[config.mk]
export PLATFORM = sky130hd
export DESIGN_NAME = fixed_unit_pool_allocator_flat
export DESIGN_NICKNAME = d
export VERILOG_FILES = /design/src/rtl/fupa_pkg.sv /design/src/rtl/fupa_ifs.sv /design/src/rtl/fupa_alu.sv /design/src/rtl/fupa_stack.sv /design/src/rtl/fupa_ctrl.sv /design/src/rtl/fixed_unit_pool_allocator.sv /design/src/flat_wrapper.sv
export VERILOG_INCLUDE_DIRS = /design/src /design/src/rtl
export SDC_FILE = /design/constraint.sdc
export NUM_CORES = 1
export LEC_CHECK = 0
export BUFFER_PORTS_ARGS = -buffer_cell sky130_fd_sc_hd__buf_2
export CORE_MARGIN = 2
export CORE_UTILIZATION = 25
export CTS_BUF_LIST = sky130_fd_sc_hd__clkbuf_8
export CTS_CLUSTER_DIAMETER = 150
export DETAILED_ROUTE_END_ITERATION = 8
export GPL_TIMING_DRIVEN = 1
export PLACE_DENSITY = 0.36
export SETUP_SLACK_MARGIN = 0.3
export SLEW_MARGIN = 20
export SYNTH_ARGS = -nofsm -noshare
export SYNTH_HDL_FRONTEND = slang
export SYNTH_SLANG_ARGS = --single-unit
[constraint.sdc]
create_clock -name clk -period 7.79 [get_ports clk]
set_input_delay 1.1685 -clock clk [delete_from_list [all_inputs] [get_ports clk]]
set_output_delay 1.1685 -clock clk [all_outputs]
set_load 0.005 [all_outputs]
[src/rtl/fixed_unit_pool_allocator_macros.svh]
// ---------------------------------------------------------------------------
// fixed unit pool allocator assertion macros
// shared concurrent assertion forms for the allocator blocks
// ---------------------------------------------------------------------------
`ifndef FIXED_UNIT_POOL_ALLOCATOR_MACROS_SVH
`define FIXED_UNIT_POOL_ALLOCATOR_MACROS_SVH

// same-cycle implication, disabled while reset is applied
`define FUPA_ASSERT_IMPL(LABEL, CLK, RSTN, ANTE, CONS, MSG) \
    LABEL: assert property (@(posedge CLK) disable iff (!RSTN) (ANTE) |-> (CONS)) \
        else $error(MSG);

// next-cycle implication, disabled while reset is applied
`define FUPA_ASSERT_NEXT(LABEL, CLK, RSTN, ANTE, CONS, MSG) \
    LABEL: assert property (@(posedge CLK) disable iff (!RSTN) (ANTE) |=> (CONS)) \
        else $error(MSG);

`endif

[src/rtl/fupa_pkg.sv]
// ---------------------------------------------------------------------------
// fupa_pkg
// types, codes and widths shared by the fixed unit pool allocator
// ---------------------------------------------------------------------------
`default_nettype none

package fupa_pkg;

    // default pool geometry
    localparam int DEFAULT_NUM_UNITS    = 64;
    localparam int DEFAULT_HEADER_BYTES = 16;

    // field widths
    localparam int CMD_W        = 1;
    localparam int REQ_SIZE_W   = 32;
    localparam int ADDR_W       = 32;
    localparam int STATUS_W     = 3;
    localparam int UNIT_INDEX_W = 6;
    localparam int UNIT_SIZE_W  = 16;
    localparam int STRIDE_W     = 17;
    localparam int ALU_W        = 34;

    // configuration port
    localparam int CFG_IDX_W  = 2;
    localparam int CFG_DATA_W = 32;
    localparam logic [CFG_IDX_W-1:0] REG_UNIT_SIZE = 2'd0;
    localparam logic [CFG_IDX_W-1:0] REG_POOL_BASE = 2'd1;
    localparam logic [UNIT_SIZE_W-1:0] UNIT_SIZE_RESET = 16'd64;
    localparam logic [ADDR_W-1:0]      POOL_BASE_RESET = 32'd0;

    // request commands
    localparam logic CMD_ALLOC   = 1'b0;
    localparam logic CMD_RELEASE = 1'b1;

    // result status codes
    localparam logic [STATUS_W-1:0] ST_GRANT          = 3'd0;
    localparam logic [STATUS_W-1:0] ST_ALLOC_FALLBACK = 3'd1;
    localparam logic [STATUS_W-1:0] ST_RELEASE        = 3'd2;
    localparam logic [STATUS_W-1:0] ST_FREE_FALLBACK  = 3'd3;
    localparam logic [STATUS_W-1:0] ST_DROPPED        = 3'd4;

    // request payload
    typedef struct packed {
        logic                  cmd;
        logic [REQ_SIZE_W-1:0] request_size;
        logic                  use_pool;
        logic [ADDR_W-1:0]     release_addr;
    } req_t;

    // result payload
    typedef struct packed {
        logic [STATUS_W-1:0]     status;
        logic [ADDR_W-1:0]       address;
        logic [UNIT_INDEX_W-1:0] unit_index;
    } rsp_t;

    // shared adder operation
    typedef struct packed {
        logic [ALU_W-1:0] a;
        logic [ALU_W-1:0] b;
        logic             sub;
    } alu_op_t;

    // free stack control and status
    typedef struct packed {
        logic pop;
        logic push;
    } stk_ctl_t;

    typedef struct packed {
        logic empty;
        logic full;
    } stk_sts_t;

endpackage

`default_nettype wire

[src/rtl/fupa_ifs.sv]
// ---------------------------------------------------------------------------
// fupa channel interfaces
// valid/ready channels for allocator requests and results
// ---------------------------------------------------------------------------
`default_nettype none

interface fupa_req_if;
    logic                             valid;
    logic                             ready;
    logic                             cmd;
    logic [fupa_pkg::REQ_SIZE_W-1:0]  request_size;
    logic                             use_pool;
    logic [fupa_pkg::ADDR_W-1:0]      release_addr;

    modport source (output valid, output cmd, output request_size,
                    output use_pool, output release_addr, input ready);
    modport sink   (input valid, input cmd, input request_size,
                    input use_pool, input release_addr, output ready);
endinterface

interface fupa_rsp_if;
    logic                              valid;
    logic                              ready;
    logic [fupa_pkg::STATUS_W-1:0]     status;
    logic [fupa_pkg::ADDR_W-1:0]       address;
    logic [fupa_pkg::UNIT_INDEX_W-1:0] unit_index;

    modport source (output valid, output status, output address,
                    output unit_index, input ready);
    modport sink   (input valid, input status, input address,
                    input unit_index, output ready);
endinterface

`default_nettype wire

[src/rtl/fupa_alu.sv]
// ---------------------------------------------------------------------------
// fupa_alu
// shared add/subtract unit used for every compare, offset and division step
// ---------------------------------------------------------------------------
`default_nettype none

module fupa_alu (
    input  fupa_pkg::alu_op_t           op,
    output logic [fupa_pkg::ALU_W-1:0]  sum
);

    logic [fupa_pkg::ALU_W-1:0] b_eff;

    // subtract is add of the inverted operand plus one; msb is the borrow
    always_comb
    begin
        b_eff = op.sub ? ~op.b : op.b;
        sum   = op.a + b_eff + fupa_pkg::ALU_W'(op.sub);
    end

endmodule

`default_nettype wire

[src/rtl/fupa_stack.sv]
// ---------------------------------------------------------------------------
// fupa_stack
// lifo of free unit indices in a memory, with fill count and low watermark
// ---------------------------------------------------------------------------
`default_nettype none

`include "fixed_unit_pool_allocator_macros.svh"

module fupa_stack #(
    parameter int NUM_UNITS = fupa_pkg::DEFAULT_NUM_UNITS
) (
    input  logic                          clk,
    input  logic                          rst_n,
    input  fupa_pkg::stk_ctl_t            ctl,
    input  logic [$clog2(NUM_UNITS)-1:0]  wdata,
    output fupa_pkg::stk_sts_t            sts,
    output logic [$clog2(NUM_UNITS)-1:0]  rd_data
);

    localparam int IDX_W = $clog2(NUM_UNITS);
    localparam int CNT_W = $clog2(NUM_UNITS + 1);

    logic [IDX_W-1:0] mem [NUM_UNITS];
    logic [IDX_W-1:0] mem_q;

    logic [CNT_W-1:0] count_reg, count_next;
    logic [CNT_W-1:0] wm_reg, wm_next;
    logic             fresh_reg, fresh_next;
    logic [IDX_W-1:0] slot_reg, slot_next;
    logic [CNT_W-1:0] rd_slot;
    logic             at_wm;

    // slots below the lowest fill ever reached were never written and hold
    // their own index; a pop that sets a new low reads that implied value
    always_comb
    begin
        rd_slot    = count_reg - CNT_W'(1);
        at_wm      = (count_reg == wm_reg);
        count_next = count_reg;
        wm_next    = wm_reg;
        fresh_next = fresh_reg;
        slot_next  = slot_reg;
        if (ctl.pop)
        begin
            count_next = rd_slot;
            fresh_next = at_wm;
            slot_next  = rd_slot[IDX_W-1:0];
            if (at_wm)
            begin
                wm_next = rd_slot;
            end
        end
        else if (ctl.push)
        begin
            count_next = count_reg + CNT_W'(1);
        end
    end

    // fill count and watermark
    always_ff @(posedge clk or negedge rst_n)
    begin
        if (!rst_n)
        begin
            count_reg <= CNT_W'(NUM_UNITS);
            wm_reg    <= CNT_W'(NUM_UNITS);
            fresh_reg <= 1'b0;
            slot_reg  <= '0;
        end
        else
        begin
            count_reg <= count_next;
            wm_reg    <= wm_next;
            fresh_reg <= fresh_next;
            slot_reg  <= slot_next;
        end
    end

    // index memory, one write and one registered read
    always_ff @(posedge clk)
    begin
        if (ctl.push)
        begin
            mem[count_reg[IDX_W-1:0]] <= wdata;
        end
        if (ctl.pop)
        begin
            mem_q <= mem[rd_slot[IDX_W-1:0]];
        end
    end

    assign rd_data   = fresh_reg ? slot_reg : mem_q;
    assign sts.empty = (count_reg == '0);
    assign sts.full  = (count_reg == CNT_W'(NUM_UNITS));

    // checks
    `FUPA_ASSERT_IMPL(a_no_pop_empty, clk, rst_n, ctl.pop, count_reg != '0, "pop from empty free stack")
    `FUPA_ASSERT_IMPL(a_no_push_full, clk, rst_n, ctl.push, count_reg != CNT_W'(NUM_UNITS), "push to full free stack")
    `FUPA_ASSERT_IMPL(a_wm_below_count, clk, rst_n, 1'b1, wm_reg <= count_reg, "watermark above fill count")
    `FUPA_ASSERT_NEXT(a_pop_dec, clk, rst_n, ctl.pop, count_reg == $past(count_reg) - CNT_W'(1), "pop did not lower count")

endmodule

`default_nettype wire

[src/rtl/fupa_ctrl.sv]
// ---------------------------------------------------------------------------
// fupa_ctrl
// sequencer that drives the shared adder through allocate and release steps
// ---------------------------------------------------------------------------
`default_nettype none

`include "fixed_unit_pool_allocator_macros.svh"

module fupa_ctrl #(
    parameter int NUM_UNITS    = fupa_pkg::DEFAULT_NUM_UNITS,
    parameter int HEADER_BYTES = fupa_pkg::DEFAULT_HEADER_BYTES
) (
    input  logic                                clk,
    input  logic                                rst_n,
    input  logic                                req_valid,
    output logic                                req_ready,
    input  fupa_pkg::req_t                      req,
    input  logic [fupa_pkg::UNIT_SIZE_W-1:0]    unit_size,
    input  logic [fupa_pkg::ADDR_W-1:0]         pool_base,
    output fupa_pkg::alu_op_t                   alu_op,
    input  logic [fupa_pkg::ALU_W-1:0]          alu_sum,
    output fupa_pkg::stk_ctl_t                  stk_ctl,
    input  fupa_pkg::stk_sts_t                  stk_sts,
    input  logic [$clog2(NUM_UNITS)-1:0]        stk_rd_data,
    output logic [$clog2(NUM_UNITS)-1:0]        stk_wdata,
    output logic                                res_valid,
    output fupa_pkg::rsp_t                      res,
    input  logic                                res_take
);

    localparam int IDX_W   = $clog2(NUM_UNITS);
    localparam int CNT_W   = $clog2(NUM_UNITS + 1);
    localparam int KW      = $clog2(IDX_W + 1);
    localparam int SPAN_W  = fupa_pkg::STRIDE_W + CNT_W;
    localparam int DVS_W   = fupa_pkg::STRIDE_W + IDX_W - 1;
    localparam int PROD_W  = fupa_pkg::STRIDE_W + IDX_W;
    localparam int AW      = fupa_pkg::ADDR_W;
    localparam int ALU_W   = fupa_pkg::ALU_W;

    typedef enum logic [3:0] {
        S_IDLE,
        S_EVAL,
        S_RANGE,
        S_HDR,
        S_DIV,
        S_PUSH,
        S_MUL,
        S_ADD1,
        S_ADD2,
        S_DONE
    } state_t;

    state_t                  state_reg, state_next;
    fupa_pkg::req_t          req_reg, req_next;
    logic [AW-1:0]           off_reg, off_next;
    logic                    gt_reg, gt_next;
    logic [SPAN_W-1:0]       span_reg, span_next;
    logic [AW-1:0]           rem_reg, rem_next;
    logic [DVS_W-1:0]        dvs_reg, dvs_next;
    logic [IDX_W-1:0]        quo_reg, quo_next;
    logic [KW-1:0]           k_reg, k_next;
    logic [IDX_W-1:0]        idx_reg, idx_next;
    logic [PROD_W-1:0]       prod_reg, prod_next;
    logic [AW-1:0]           acc_reg, acc_next;
    fupa_pkg::rsp_t          res_reg, res_next;

    logic [fupa_pkg::STRIDE_W-1:0] stride;
    logic                          borrow;
    logic                          alloc_fb;
    logic                          ge;

    assign stride = fupa_pkg::STRIDE_W'(unit_size) + fupa_pkg::STRIDE_W'(HEADER_BYTES);
    assign borrow = alu_sum[ALU_W-1];

    // shared adder operand selection
    always_comb
    begin
        alu_op = '0;
        unique case (state_reg)
            S_EVAL:
            begin
                alu_op.sub = 1'b1;
                if (req_reg.cmd == fupa_pkg::CMD_ALLOC)
                begin
                    alu_op.a = ALU_W'(unit_size);
                    alu_op.b = ALU_W'(req_reg.request_size);
                end
                else
                begin
                    alu_op.a = ALU_W'(req_reg.release_addr);
                    alu_op.b = ALU_W'(pool_base);
                end
            end
            S_RANGE:
            begin
                alu_op.sub = 1'b1;
                alu_op.a   = ALU_W'(off_reg);
                alu_op.b   = ALU_W'(span_reg);
            end
            S_HDR:
            begin
                alu_op.sub = 1'b1;
                alu_op.a   = ALU_W'(off_reg);
                alu_op.b   = ALU_W'(HEADER_BYTES);
            end
            S_DIV:
            begin
                alu_op.sub = 1'b1;
                alu_op.a   = ALU_W'(rem_reg);
                alu_op.b   = ALU_W'(dvs_reg);
            end
            S_ADD1:
            begin
                alu_op.a = ALU_W'(pool_base);
                alu_op.b = ALU_W'(prod_reg);
            end
            S_ADD2:
            begin
                alu_op.a = ALU_W'(acc_reg);
                alu_op.b = ALU_W'(HEADER_BYTES);
            end
            default:
            begin
                alu_op = '0;
            end
        endcase
    end

    // sequencer and datapath next values
    always_comb
    begin
        state_next = state_reg;
        req_next   = req_reg;
        off_next   = off_reg;
        gt_next    = gt_reg;
        span_next  = span_reg;
        rem_next   = rem_reg;
        dvs_next   = dvs_reg;
        quo_next   = quo_reg;
        k_next     = k_reg;
        idx_next   = idx_reg;
        prod_next  = prod_reg;
        acc_next   = acc_reg;
        res_next   = res_reg;
        stk_ctl    = '0;
        alloc_fb   = borrow || !req_reg.use_pool || stk_sts.empty;
        ge         = !borrow;

        unique case (state_reg)
            S_IDLE:
            begin
                if (req_valid)
                begin
                    req_next   = req;
                    state_next = S_EVAL;
                end
            end
            S_EVAL:
            begin
                if (req_reg.cmd == fupa_pkg::CMD_ALLOC)
                begin
                    if (alloc_fb)
                    begin
                        res_next   = '{status: fupa_pkg::ST_ALLOC_FALLBACK,
                                       address: '0, unit_index: '0};
                        state_next = S_DONE;
                    end
                    else
                    begin
                        stk_ctl.pop = 1'b1;
                        state_next  = S_MUL;
                    end
                end
                else
                begin
                    // offset from pool base, strictly above it
                    off_next   = alu_sum[AW-1:0];
                    gt_next    = !borrow && (alu_sum[AW-1:0] != '0);
                    span_next  = SPAN_W'(NUM_UNITS) * SPAN_W'(stride);
                    state_next = S_RANGE;
                end
            end
            S_RANGE:
            begin
                if (!(gt_reg && borrow))
                begin
                    res_next   = '{status: fupa_pkg::ST_FREE_FALLBACK,
                                   address: '0, unit_index: '0};
                    state_next = S_DONE;
                end
                else if (stk_sts.full)
                begin
                    res_next   = '{status: fupa_pkg::ST_DROPPED,
                                   address: '0, unit_index: '0};
                    state_next = S_DONE;
                end
                else
                begin
                    state_next = S_HDR;
                end
            end
            S_HDR:
            begin
                // address inside the first header maps to unit zero
                rem_next   = borrow ? '0 : alu_sum[AW-1:0];
                dvs_next   = DVS_W'(stride) << (IDX_W - 1);
                quo_next   = '0;
                k_next     = KW'(IDX_W - 1);
                state_next = S_DIV;
            end
            S_DIV:
            begin
                // one restoring division step per cycle
                if (ge)
                begin
                    rem_next = alu_sum[AW-1:0];
                end
                quo_next = IDX_W'(quo_reg << 1) | IDX_W'(ge);
                dvs_next = dvs_reg >> 1;
                if (k_reg == '0)
                begin
                    state_next = S_PUSH;
                end
                else
                begin
                    k_next = k_reg - KW'(1);
                end
            end
            S_PUSH:
            begin
                stk_ctl.push = 1'b1;
                res_next     = '{status: fupa_pkg::ST_RELEASE, address: '0,
                                 unit_index: fupa_pkg::UNIT_INDEX_W'(quo_reg)};
                state_next   = S_DONE;
            end
            S_MUL:
            begin
                idx_next   = stk_rd_data;
                prod_next  = PROD_W'(stk_rd_data) * PROD_W'(stride);
                state_next = S_ADD1;
            end
            S_ADD1:
            begin
                acc_next   = alu_sum[AW-1:0];
                state_next = S_ADD2;
            end
            S_ADD2:
            begin
                res_next   = '{status: fupa_pkg::ST_GRANT, address: alu_sum[AW-1:0],
                               unit_index: fupa_pkg::UNIT_INDEX_W'(idx_reg)};
                state_next = S_DONE;
            end
            S_DONE:
            begin
                if (res_take)
                begin
                    state_next = S_IDLE;
                end
            end
            default:
            begin
                state_next = S_IDLE;
            end
        endcase
    end

    // state and registered outputs
    always_ff @(posedge clk or negedge rst_n)
    begin
        if (!rst_n)
        begin
            state_reg <= S_IDLE;
            req_reg   <= '0;
            off_reg   <= '0;
            gt_reg    <= 1'b0;
            span_reg  <= '0;
            rem_reg   <= '0;
            dvs_reg   <= '0;
            quo_reg   <= '0;
            k_reg     <= '0;
            idx_reg   <= '0;
            prod_reg  <= '0;
            acc_reg   <= '0;
            res_reg   <= '0;
        end
        else
        begin
            state_reg <= state_next;
            req_reg   <= req_next;
            off_reg   <= off_next;
            gt_reg    <= gt_next;
            span_reg  <= span_next;
            rem_reg   <= rem_next;
            dvs_reg   <= dvs_next;
            quo_reg   <= quo_next;
            k_reg     <= k_next;
            idx_reg   <= idx_next;
            prod_reg  <= prod_next;
            acc_reg   <= acc_next;
            res_reg   <= res_next;
        end
    end

    assign req_ready = (state_reg == S_IDLE);
    assign res_valid = (state_reg == S_DONE);
    assign res       = res_reg;
    assign stk_wdata = quo_reg;

    // checks
    `FUPA_ASSERT_IMPL(a_release_status, clk, rst_n, res_valid && req_reg.cmd == fupa_pkg::CMD_RELEASE, res_reg.status != fupa_pkg::ST_GRANT && res_reg.status != fupa_pkg::ST_ALLOC_FALLBACK, "release produced allocate status")
    `FUPA_ASSERT_IMPL(a_div_done, clk, rst_n, state_reg == S_PUSH, k_reg == '0, "push before division finished")

endmodule

`default_nettype wire

[src/rtl/fixed_unit_pool_allocator.sv]
// ---------------------------------------------------------------------------
// fixed_unit_pool_allocator
// Hands out and takes back equal-size units of a memory pool kept as a
// lifo of free unit indices, highest index on top after reset. One request
// is worked at a time; a single shared add/subtract unit does every compare,
// offset and address add under a small sequencer, and the free list lives
// in a one-port-write, registered-read memory with no clearing pass (a low
// watermark stands in for the reset contents). A pushed release runs a
// stride division that retires one quotient bit per cycle through the
// shared adder. A finished result sits in the output register, so the next
// request is taken while it waits. Configuration is to be written only
// while no request is open.
// ---------------------------------------------------------------------------
`default_nettype none

module fixed_unit_pool_allocator #(
    parameter int NUM_UNITS    = fupa_pkg::DEFAULT_NUM_UNITS,
    parameter int HEADER_BYTES = fupa_pkg::DEFAULT_HEADER_BYTES
) (
    input  logic                                clk,
    input  logic                                rst_n,
    fupa_req_if.sink                            req,
    fupa_rsp_if.source                          rsp,
    input  logic                                cfg_we,
    input  logic [fupa_pkg::CFG_IDX_W-1:0]      cfg_index,
    input  logic [fupa_pkg::CFG_DATA_W-1:0]     cfg_data
);

    localparam int IDX_W = $clog2(NUM_UNITS);

    logic [fupa_pkg::UNIT_SIZE_W-1:0] unit_size_reg, unit_size_next;
    logic [fupa_pkg::ADDR_W-1:0]      pool_base_reg, pool_base_next;
    logic                             rsp_valid_reg, rsp_valid_next;
    fupa_pkg::rsp_t                   rsp_data_reg, rsp_data_next;

    fupa_pkg::req_t                   req_data;
    fupa_pkg::alu_op_t                alu_op;
    logic [fupa_pkg::ALU_W-1:0]       alu_sum;
    fupa_pkg::stk_ctl_t               stk_ctl;
    fupa_pkg::stk_sts_t               stk_sts;
    logic [IDX_W-1:0]                 stk_rd_data;
    logic [IDX_W-1:0]                 stk_wdata;
    logic                             res_valid;
    fupa_pkg::rsp_t                   res;
    logic                             res_take;
    logic                             out_free;

    assign req_data = '{cmd: req.cmd, request_size: req.request_size,
                        use_pool: req.use_pool, release_addr: req.release_addr};

    // configuration register decode
    always_comb
    begin
        unit_size_next = unit_size_reg;
        pool_base_next = pool_base_reg;
        if (cfg_we)
        begin
            unique case (cfg_index)
                fupa_pkg::REG_UNIT_SIZE: unit_size_next = cfg_data[fupa_pkg::UNIT_SIZE_W-1:0];
                fupa_pkg::REG_POOL_BASE: pool_base_next = cfg_data[fupa_pkg::ADDR_W-1:0];
                default:
                begin
                    unit_size_next = unit_size_reg;
                    pool_base_next = pool_base_reg;
                end
            endcase
        end
    end

    // output register between sequencer and result channel
    always_comb
    begin
        out_free       = !rsp_valid_reg || rsp.ready;
        res_take       = res_valid && out_free;
        rsp_valid_next = rsp_valid_reg;
        rsp_data_next  = rsp_data_reg;
        if (res_take)
        begin
            rsp_valid_next = 1'b1;
            rsp_data_next  = res;
        end
        else if (rsp.ready)
        begin
            rsp_valid_next = 1'b0;
        end
    end

    always_ff @(posedge clk or negedge rst_n)
    begin
        if (!rst_n)
        begin
            unit_size_reg <= fupa_pkg::UNIT_SIZE_RESET;
            pool_base_reg <= fupa_pkg::POOL_BASE_RESET;
            rsp_valid_reg <= 1'b0;
            rsp_data_reg  <= '0;
        end
        else
        begin
            unit_size_reg <= unit_size_next;
            pool_base_reg <= pool_base_next;
            rsp_valid_reg <= rsp_valid_next;
            rsp_data_reg  <= rsp_data_next;
        end
    end

    assign rsp.valid      = rsp_valid_reg;
    assign rsp.status     = rsp_data_reg.status;
    assign rsp.address    = rsp_data_reg.address;
    assign rsp.unit_index = rsp_data_reg.unit_index;

    // shared adder
    fupa_alu u_alu (
        .op  (alu_op),
        .sum (alu_sum)
    );

    // free index stack
    fupa_stack #(
        .NUM_UNITS (NUM_UNITS)
    ) u_stack (
        .clk     (clk),
        .rst_n   (rst_n),
        .ctl     (stk_ctl),
        .wdata   (stk_wdata),
        .sts     (stk_sts),
        .rd_data (stk_rd_data)
    );

    // sequencer
    fupa_ctrl #(
        .NUM_UNITS    (NUM_UNITS),
        .HEADER_BYTES (HEADER_BYTES)
    ) u_ctrl (
        .clk         (clk),
        .rst_n       (rst_n),
        .req_valid   (req.valid),
        .req_ready   (req.ready),
        .req         (req_data),
        .unit_size   (unit_size_reg),
        .pool_base   (pool_base_reg),
        .alu_op      (alu_op),
        .alu_sum     (alu_sum),
        .stk_ctl     (stk_ctl),
        .stk_sts     (stk_sts),
        .stk_rd_data (stk_rd_data),
        .stk_wdata   (stk_wdata),
        .res_valid   (res_valid),
        .res         (res),
        .res_take    (res_take)
    );

endmodule

`default_nettype wire
[src/flat_wrapper.sv]
// flat-port wrapper written by rule: the top's interface ports become plain ports
module fixed_unit_pool_allocator_flat 
#(
    parameter int NUM_UNITS    = fupa_pkg::DEFAULT_NUM_UNITS,
    parameter int HEADER_BYTES = fupa_pkg::DEFAULT_HEADER_BYTES
)
  (clk, rst_n, cfg_we, cfg_index, cfg_data, req_valid, req_cmd, req_request_size, req_use_pool, req_release_addr, req_ready, rsp_valid, rsp_status, rsp_address, rsp_unit_index, rsp_ready);
  fupa_req_if req_i ();
  fupa_rsp_if rsp_i ();
  input  logic clk;
  input  logic rst_n;
  input  logic cfg_we;
  input  logic [fupa_pkg::CFG_IDX_W-1:0] cfg_index;
  input  logic [fupa_pkg::CFG_DATA_W-1:0] cfg_data;
  input wire logic [$bits(req_i.valid)-1:0] req_valid;
  input wire logic [$bits(req_i.cmd)-1:0] req_cmd;
  input wire logic [$bits(req_i.request_size)-1:0] req_request_size;
  input wire logic [$bits(req_i.use_pool)-1:0] req_use_pool;
  input wire logic [$bits(req_i.release_addr)-1:0] req_release_addr;
  output wire logic [$bits(req_i.ready)-1:0] req_ready;
  output wire logic [$bits(rsp_i.valid)-1:0] rsp_valid;
  output wire logic [$bits(rsp_i.status)-1:0] rsp_status;
  output wire logic [$bits(rsp_i.address)-1:0] rsp_address;
  output wire logic [$bits(rsp_i.unit_index)-1:0] rsp_unit_index;
  input wire logic [$bits(rsp_i.ready)-1:0] rsp_ready;
  assign req_i.valid = req_valid;
  assign req_i.cmd = req_cmd;
  assign req_i.request_size = req_request_size;
  assign req_i.use_pool = req_use_pool;
  assign req_i.release_addr = req_release_addr;
  assign req_ready = req_i.ready;
  assign rsp_valid = rsp_i.valid;
  assign rsp_status = rsp_i.status;
  assign rsp_address = rsp_i.address;
  assign rsp_unit_index = rsp_i.unit_index;
  assign rsp_i.ready = rsp_ready;
  fixed_unit_pool_allocator #(.NUM_UNITS(NUM_UNITS), .HEADER_BYTES(HEADER_BYTES)) u_core (.clk(clk), .rst_n(rst_n), .req(req_i), .rsp(rsp_i), .cfg_we(cfg_we), .cfg_index(cfg_index), .cfg_data(cfg_data));
endmodule
==> results of run 1 <==
## power by group through the flow
stage	Sequential (uW)	Clock [uW]	Combinational, uW
after floorplan	5650	0	6720
after global placement	6180	0	10000
after detailed placement	6180	0	10100
after CTS	6110	4080	10100
after global routing	6220	4270	10900
final	6110	3930	9920
## cell type report
class | instances | area (um2)
diodes | 5 | 12.5
clock inverters | 95 | 666
multi-input cells | 1769 | 14700
well taps | 1930 | 2410
repair buffers | 201 | 1190
inverters | 79 | 297
flip-flops and latches | 786 | 21600
fillers | 14900 | 105000
clock buffers | 157 | 2160
## worst paths after layout
check,startpoint,to,cells past startpoint
worst max-delay path,u_core.u_ctrl.state_reg[2]$_DFFE_PN0P_,u_core.u_stack.wm_reg[0]$_DFFE_PN0P_,15
worst min-delay path,rst_n,u_core.rsp.address[12]$_DFFE_PN0P_,1
worst max register to register,u_core.u_ctrl.state_reg[2]$_DFFE_PN0P_,u_core.u_stack.wm_reg[0]$_DFFE_PN0P_,15
worst min register to register,u_core.u_ctrl.off_reg[20]$_DFFE_PN0P_,u_core.u_ctrl.off_reg[20]$_DFFE_PN0P_,2
max in group asynchronous,rst_n,u_core.u_ctrl.req_reg[4]$_DFFE_PN0P_,2
min in group clk,u_core.u_ctrl.off_reg[20]$_DFFE_PN0P_,u_core.u_ctrl.off_reg[20]$_DFFE_PN0P_,2
## Yosys cell counts (16+ instances only)
cell type	count	area (um2)
nand2_1	394	1480
dfrtp_1	393	9830
edfxtp_1	390	11700
mux2_2	188	2120
nor2_1	139	522
o21ai_0	138	691
clkbuf_1	126	473
mux4_2	126	2840
a21oi_1	85	425
inv_1	78	293
ha_1	68	851
fa_1	62	1240
nand3_1	49	245
a22o_1	48	420
a22oi_1	42	315
xnor2_1	42	368
mux2i_1	34	340
xor2_1	33	289
a21o_1	24	180
and2_1	24	150
buf_1	24	90.1
a222oi_1	23	230
and3_1	19	119
nor3_1	19	95.1
a211oi_1	17	128
nand2b_1	16	100
## metal layers
| layer | vias to the layer above | global-route usage, % | part of all wire, % |
|---|---|---|---|
| li1 | 10700 | - | - |
| met5 | - | 0 | 0.043 |
| met3 | 196 | 3.98 | 6.1 |
| met2 | 702 | 23.8 | 44 |
| met1 | 12400 | 22.6 | 47 |
| met4 | 8 | 5.10 | 2.4 |
## cell families (layout without fill, tap and decap cells)
kind of cell / Yosys count / after routing / synth area share (%)
simple gates: 725 / 725 / 8.59
other cells: 0 / 5 / 0
fa+ha+maj: 130 / 130 / 5.63
buf+inv: 241 / 532 / 2.48
flops: 786 / 786 / 58.2
compound gates: 490 / 490 / 9.07
xor+xnor: 75 / 75 / 1.77
mux: 349 / 349 / 14.3
## stage by stage
stage / area, um2 / hold slack (ps) / power (uW) / worst slack [ps]
2_1_floorplan: 37200 / 438 / 12400 / 2600
3_3_place_gp: 40300 / 460 / 16200 / 1730
3_5_place_dp: 40300 / 462 / 16200 / 1460
4_1_cts: 43100 / 195 / 20300 / 1400
5_1_grt: 43100 / 251 / 21400 / 845
6_report: 43100 / 275 / 20000 / 1410
## cells in the final DEF, fill, tap and decap left out, types with 8 or more instances in the layout
master	n
a211oi_1	17
a21o_1	24
a21oi_1	84
a222oi_1	23
a22o_1	48
a22oi_1	42
a2bb2o_1	12
and2_1	23
and3_1	18
buf_2	146
buf_4	50
clkbuf_8	157
clkinv_1	25
clkinv_2	14
dfrtp_1	385
edfxtp_1	390
fa_1	62
ha_1	67
inv_1	114
mux2_2	188
mux2i_1	34
mux4_2	126
nand2_1	392
nand2b_1	16
nand3_1	47
nor2_1	138
nor2b_1	12
nor3_1	16
o21a_1	13
o21ai_0	137
o21bai_1	8
xnor2_1	40
xor2_1	33
==> flow_summary.yaml, run 1 <==
power_and_ir_drop:
  clock_power_share_pct: 19.7
  p_sw_uw: 8720
  seqPwrFrac_pct: 30.6
  comb_power_share_pct: 49.7
  switching_share_pct: 43.7
  irDropWorstVdd_uv: 284
  power.leakage_uw: 0.0168
  powerDensity_nw_per_um2: 463
  intPower_uw: 11200
setup_path:
  max_stage_delay_ps: 780
  cpLargestDelayFamily: "simple AND/OR/NAND/NOR gates"
  crit_type: "reg -> reg"
  cp.required_ps: 8530
  startpoint_type: "flip-flop"
  endpoint_kind: "flip-flop"
  worst-path-buf-inv: 1
  path_cells: "nor2b_1 > and3_2 > buf_4 > a22oi_1 > nand2_1 > ha_1 > and2_1 > and3_1 > and2_1 > nor2b_1 > o2111ai_1 > a21oi_4 > nand3_1 > nor3_2 > mux2_2"
  worst_ep_arrival_time_ps: 7120
  worst_path_max_delay_cell: "nor3_2"
  timing.reg2reg.setup_slack_ps: 1410
  crit_path_max_fanout: 31
timing:
  tightest_slew_ps: 1190
  fmax_ghz: 0.157
  period_needed_ps: 6380
  grt_setup_unrepaired: "no"
  finalSetupViolCount: 0
  finalHoldViolations: 0
  skew_ps: 44.9
  slew_headroom_pct: 20.2
  fin_crit_sh_pct: 81.9
  maxSlewViolCount: 0
  finalSetupTns_ps: 0
yosys:
  ys.flop_type: "dfrtp_1"
  synthesis.nets: 3031
  synth.distinct_cells: 83
  syn_area_per_cell_um2: 13.3
  synth-seq-cells: 786
  async_reset_ff_share_pct: 50.4
  syn_area_um2: 37200
  synthCells: 2796
  synth_edf_count: 390
  ys_seq_area_share_pct: 58.2
  ys_warn_count: 0
finish:
  stdcell_count: 5022
  area_growth_pct: 16.0
  layout-drive-gt1-share_pct: 24.6
  largest_reg_flops: 384
  fin_nets: 3217
  utilization_pct: 29.2
flow_run:
  max_cap_violations: 0
grt:
  grt_pass1_wl_um: 177000
  antenna_found_initial: 8
  grtUsageTotal_pct: 16.0
  grt-ovfl-total: 0
  grt_pass1_vias: 25000
  grt_max_degree: 128
clock_network:
  ctsHoldBuffers: 0
  cts_tree: "built"
  postCtsSetupRepairBufs: 0
  path_clk_slew_ps: 60
  post_cts_resized: 0
  cts_buffer_depth: 3
  insertion_delay_ps: 880
  numCtsBuffers: 145
  cts.sinks: 786
  ctsRootBufferMaster: "clkbuf_8"
  htreeDepth: 4
drt:
  drcViolationCount: 0
  totalWireLength_um: 121000
  vias: 24100
  drtPass1Iterations: 9
  antenna_left: 0
  drtIter0Drc: 1662
  wl_per_cell_um: 24.1
  vias_per_cell: 4.79
die:
  die-area_um2: 152000
  ios: 148
  core_area_um2: 148000
  initial_core_util_pct: 25.2
  die_w_um: 390
  die_y_um: 390
  num_rows: 141
worst_hold_path:
  hold_path_class: "in -> async"
placement:
  dpl.hpwl_um: 84800
  gp_congestion: 0.845
  dp.cells: 4765
  portBuffers: 147
outcome:
  status: "completed"
(Power assumes the default switching activity.)
==> inputs of run 2 (changes only) <==
--- a/config.mk
+++ b/config.mk
@@ -13,7 +13,7 @@
 export CTS_CLUSTER_DIAMETER = 150
 export DETAILED_ROUTE_END_ITERATION = 8
 export GPL_TIMING_DRIVEN = 1
-export PLACE_DENSITY = 0.36
+export PLACE_DENSITY = 0.37
 export SETUP_SLACK_MARGIN = 0.3
 export SLEW_MARGIN = 20
 export SYNTH_ARGS = -nofsm -noshare
==> constraint.sdc (replaced) <==
create_clock -name clk -period 5.5 [get_ports clk]
set_input_delay 0.825 -clock clk [delete_from_list [all_inputs] [get_ports clk]]
set_output_delay 0.825 -clock clk [all_outputs]
set_load 0.005 [all_outputs]
==> flow_summary.yaml, run 2 (synthesis results as in run 1) <==
outcome:
  status: "completed"
drt:
  drtPass1Iterations: 7
  drtIter0Drc: 1836
  drcViolationCount: 0
  vias_per_cell: 4.76
  wl_per_cell_um: 23.4
  antenna_left: 0
  totalWireLength_um: 120000
  vias: 24400
power_and_ir_drop:
  irDropWorstVdd_uv: 440
  clock_power_share_pct: 19.6
  comb_power_share_pct: 52.0
  switching_share_pct: 43.0
  power.leakage_uw: 0.0175
  seqPwrFrac_pct: 28.4
  intPower_uw: 17000
  p_sw_uw: 12800
  powerDensity_nw_per_um2: 671
worst_hold_path:
  hp-start: "req_release_addr[18]"
  hold_depth: 2
  worstHoldEndpoint: "u_core.u_ctrl.req_reg[18]$_DFFE_PN0P_"
  hold_path_class: "in -> reg"
setup_path:
  crit_type: "reg -> reg"
  crit_path_max_fanout: 26
  r2r_cells: 16
  timing.reg2reg.setup_slack_ps: 470
  startpoint_type: "flip-flop"
  worstReg2RegStart: "u_core.u_ctrl.state_reg[3]$_DFFE_PN0P_"
  endpoint_kind: "flip-flop"
  worst_ep_arrival_time_ps: 5780
  cp.required_ps: 6250
  timing.rr.end: "u_core.u_ctrl.gt_reg$_DFFE_PN0P_"
timing:
  skew_ps: 57.1
  finalSetupViolCount: 0
  period_needed_ps: 5030
  worst_slack_ps: 470
  finalHoldViolations: 0
  grt_setup_unrepaired: "yes"
  fin_crit_sh_pct: 91.5
  tightest_slew_ps: 1010
  finalSetupTns_ps: 0
  maxSlewViolCount: 0
  slew_headroom_pct: 31.0
  fmax_ghz: 0.199
die:
  ios: 148
  die_y_um: 390
  num_rows: 141
  initial_core_util_pct: 25.2
  die_w_um: 390
  core_area_um2: 148000
  die-area_um2: 152000
placement:
  dp.cells: 4855
  dpl.hpwl_um: 84800
  post-place-ws_ps: 80.0
  gp_congestion: 0.832
  portBuffers: 147
clock_network:
  cts.sinks: 786
  cts_buffer_depth: 3
  cts_tree: "built"
  insertion_delay_ps: 910
  numCtsBuffers: 149
  ctsRootBufferMaster: "clkbuf_8"
  htreeDepth: 4
  path_clk_slew_ps: 60
grt:
  grtUsageTotal_pct: 15.9
  grt-ovfl-total: 0
  grt_pass1_wl_um: 178000
  grt_max_degree: 114
  antenna_found_initial: 8
  grt_pass1_vias: 25600
finish:
  fillCellCount: 14800
  fin_nets: 3318
  largest_reg_flops: 384
  layout-drive-gt1-share_pct: 28.8
  area_growth_pct: 19.7
  stdcell_count: 5130
  final_common_cell: "nand2_1"
  final_cell_mix: "nand2_1, edfxtp_1, dfrtp_1"
  utilization_pct: 30.1
flow_run:
  max_cap_violations: 0
[run 2: worst max-delay path, cell delays in order, from the launching register on]
cell and delay [ps]:
dfrtp_2 490, or4b_4 590, buf_4 260, o21ai_0 190, a21oi_1 70, a22o_1 260, ha_1 360, and3_1 240
and2_1 180, a221o_1 320, nand3b_1 280, o21a_2 310, a2111oi_0 410, a311oi_1 160, or4_1 550, nor4_2 150
a21oi_1 90
[run 2: final cells by class]
class	instances	area, um2	area share, %
flip-flops and latches	786	21600	48.7
multi-input cells	1769	15000	33.8
well taps	1930	2410	5.43
clock buffers	164	2260	5.07
repair buffers	298	2050	4.61
clock inverters	98	761	1.71
inverters	79	298	0.669
diodes	6	15.0	0.0338
[run 2: worst max path at each step]
stage                                           startpoint                                     end  slack, ps  cells past startpoint
floorplan            u_core.u_ctrl.req_reg[65]$_DFFE_PN0P_        u_core.u_ctrl.gt_reg$_DFFE_PN0P_        310                     19
global placement       u_core.unit_size_reg[6]$_DFFE_PN1P_  u_core.u_ctrl.prod_reg[22]$_DFFE_PN0N_        210                     18
detailed placement     u_core.unit_size_reg[6]$_DFFE_PN1P_  u_core.u_ctrl.prod_reg[22]$_DFFE_PN0N_         80                     18
CTS                    u_core.unit_size_reg[5]$_DFFE_PN0P_  u_core.u_ctrl.prod_reg[22]$_DFFE_PN0N_        300                     19
global route        u_core.u_ctrl.state_reg[0]$_DFFE_PN0P_    u_core.u_stack.wm_reg[6]$_DFFE_PN1P_        270                     19
finish              u_core.u_ctrl.state_reg[3]$_DFFE_PN0P_        u_core.u_ctrl.gt_reg$_DFFE_PN0P_        470                     16
[run 2: metal layers]
metal,routed length (um),GRT usage (%),share of wire (%),vias up
met5,23,0,0.019,-
met4,2830,4.93,2.4,4
met3,5090,2.93,4.2,165
met2,53700,24.0,45,579
met1,58400,22.8,49,12700
li1,-,-,-,10900
[run 2: repair_timing]
item | CTS | global route
gates cloned | 0 | 0
buffers inserted | 0 | 6
endpoints found under the setup margin | 15 | 89
hold buffers | 1 | 0
pin swaps | 0 | 13
resized for setup | 6 | 68
hold endpoints to repair | 40 | 0
[run 2: metrics by stage]
| step | total power (uW) | area (um2) | hold WS (ps) |
|---|---|---|---|
| global placement | 23500 | 41100 | 453 |
| floorplan | 17500 | 37200 | 438 |
| global route | 32000 | 44500 | 92.9 |
| CTS | 29700 | 44100 | 44.2 |
| detailed placement | 23500 | 41100 | 462 |
| finish | 29800 | 44500 | 176 |
[run 2: power by group through the flow]
stage | Sequential, uW | Clock, uW | Combinational [uW]
6_report | 8470 | 5840 | 15500
5_1_grt | 8610 | 6310 | 17100
4_1_cts | 8460 | 6070 | 15200
3_5_place_dp | 8560 | 0 | 15000
3_3_place_gp | 8540 | 0 | 14900
2_1_floorplan | 8000 | 0 | 9520
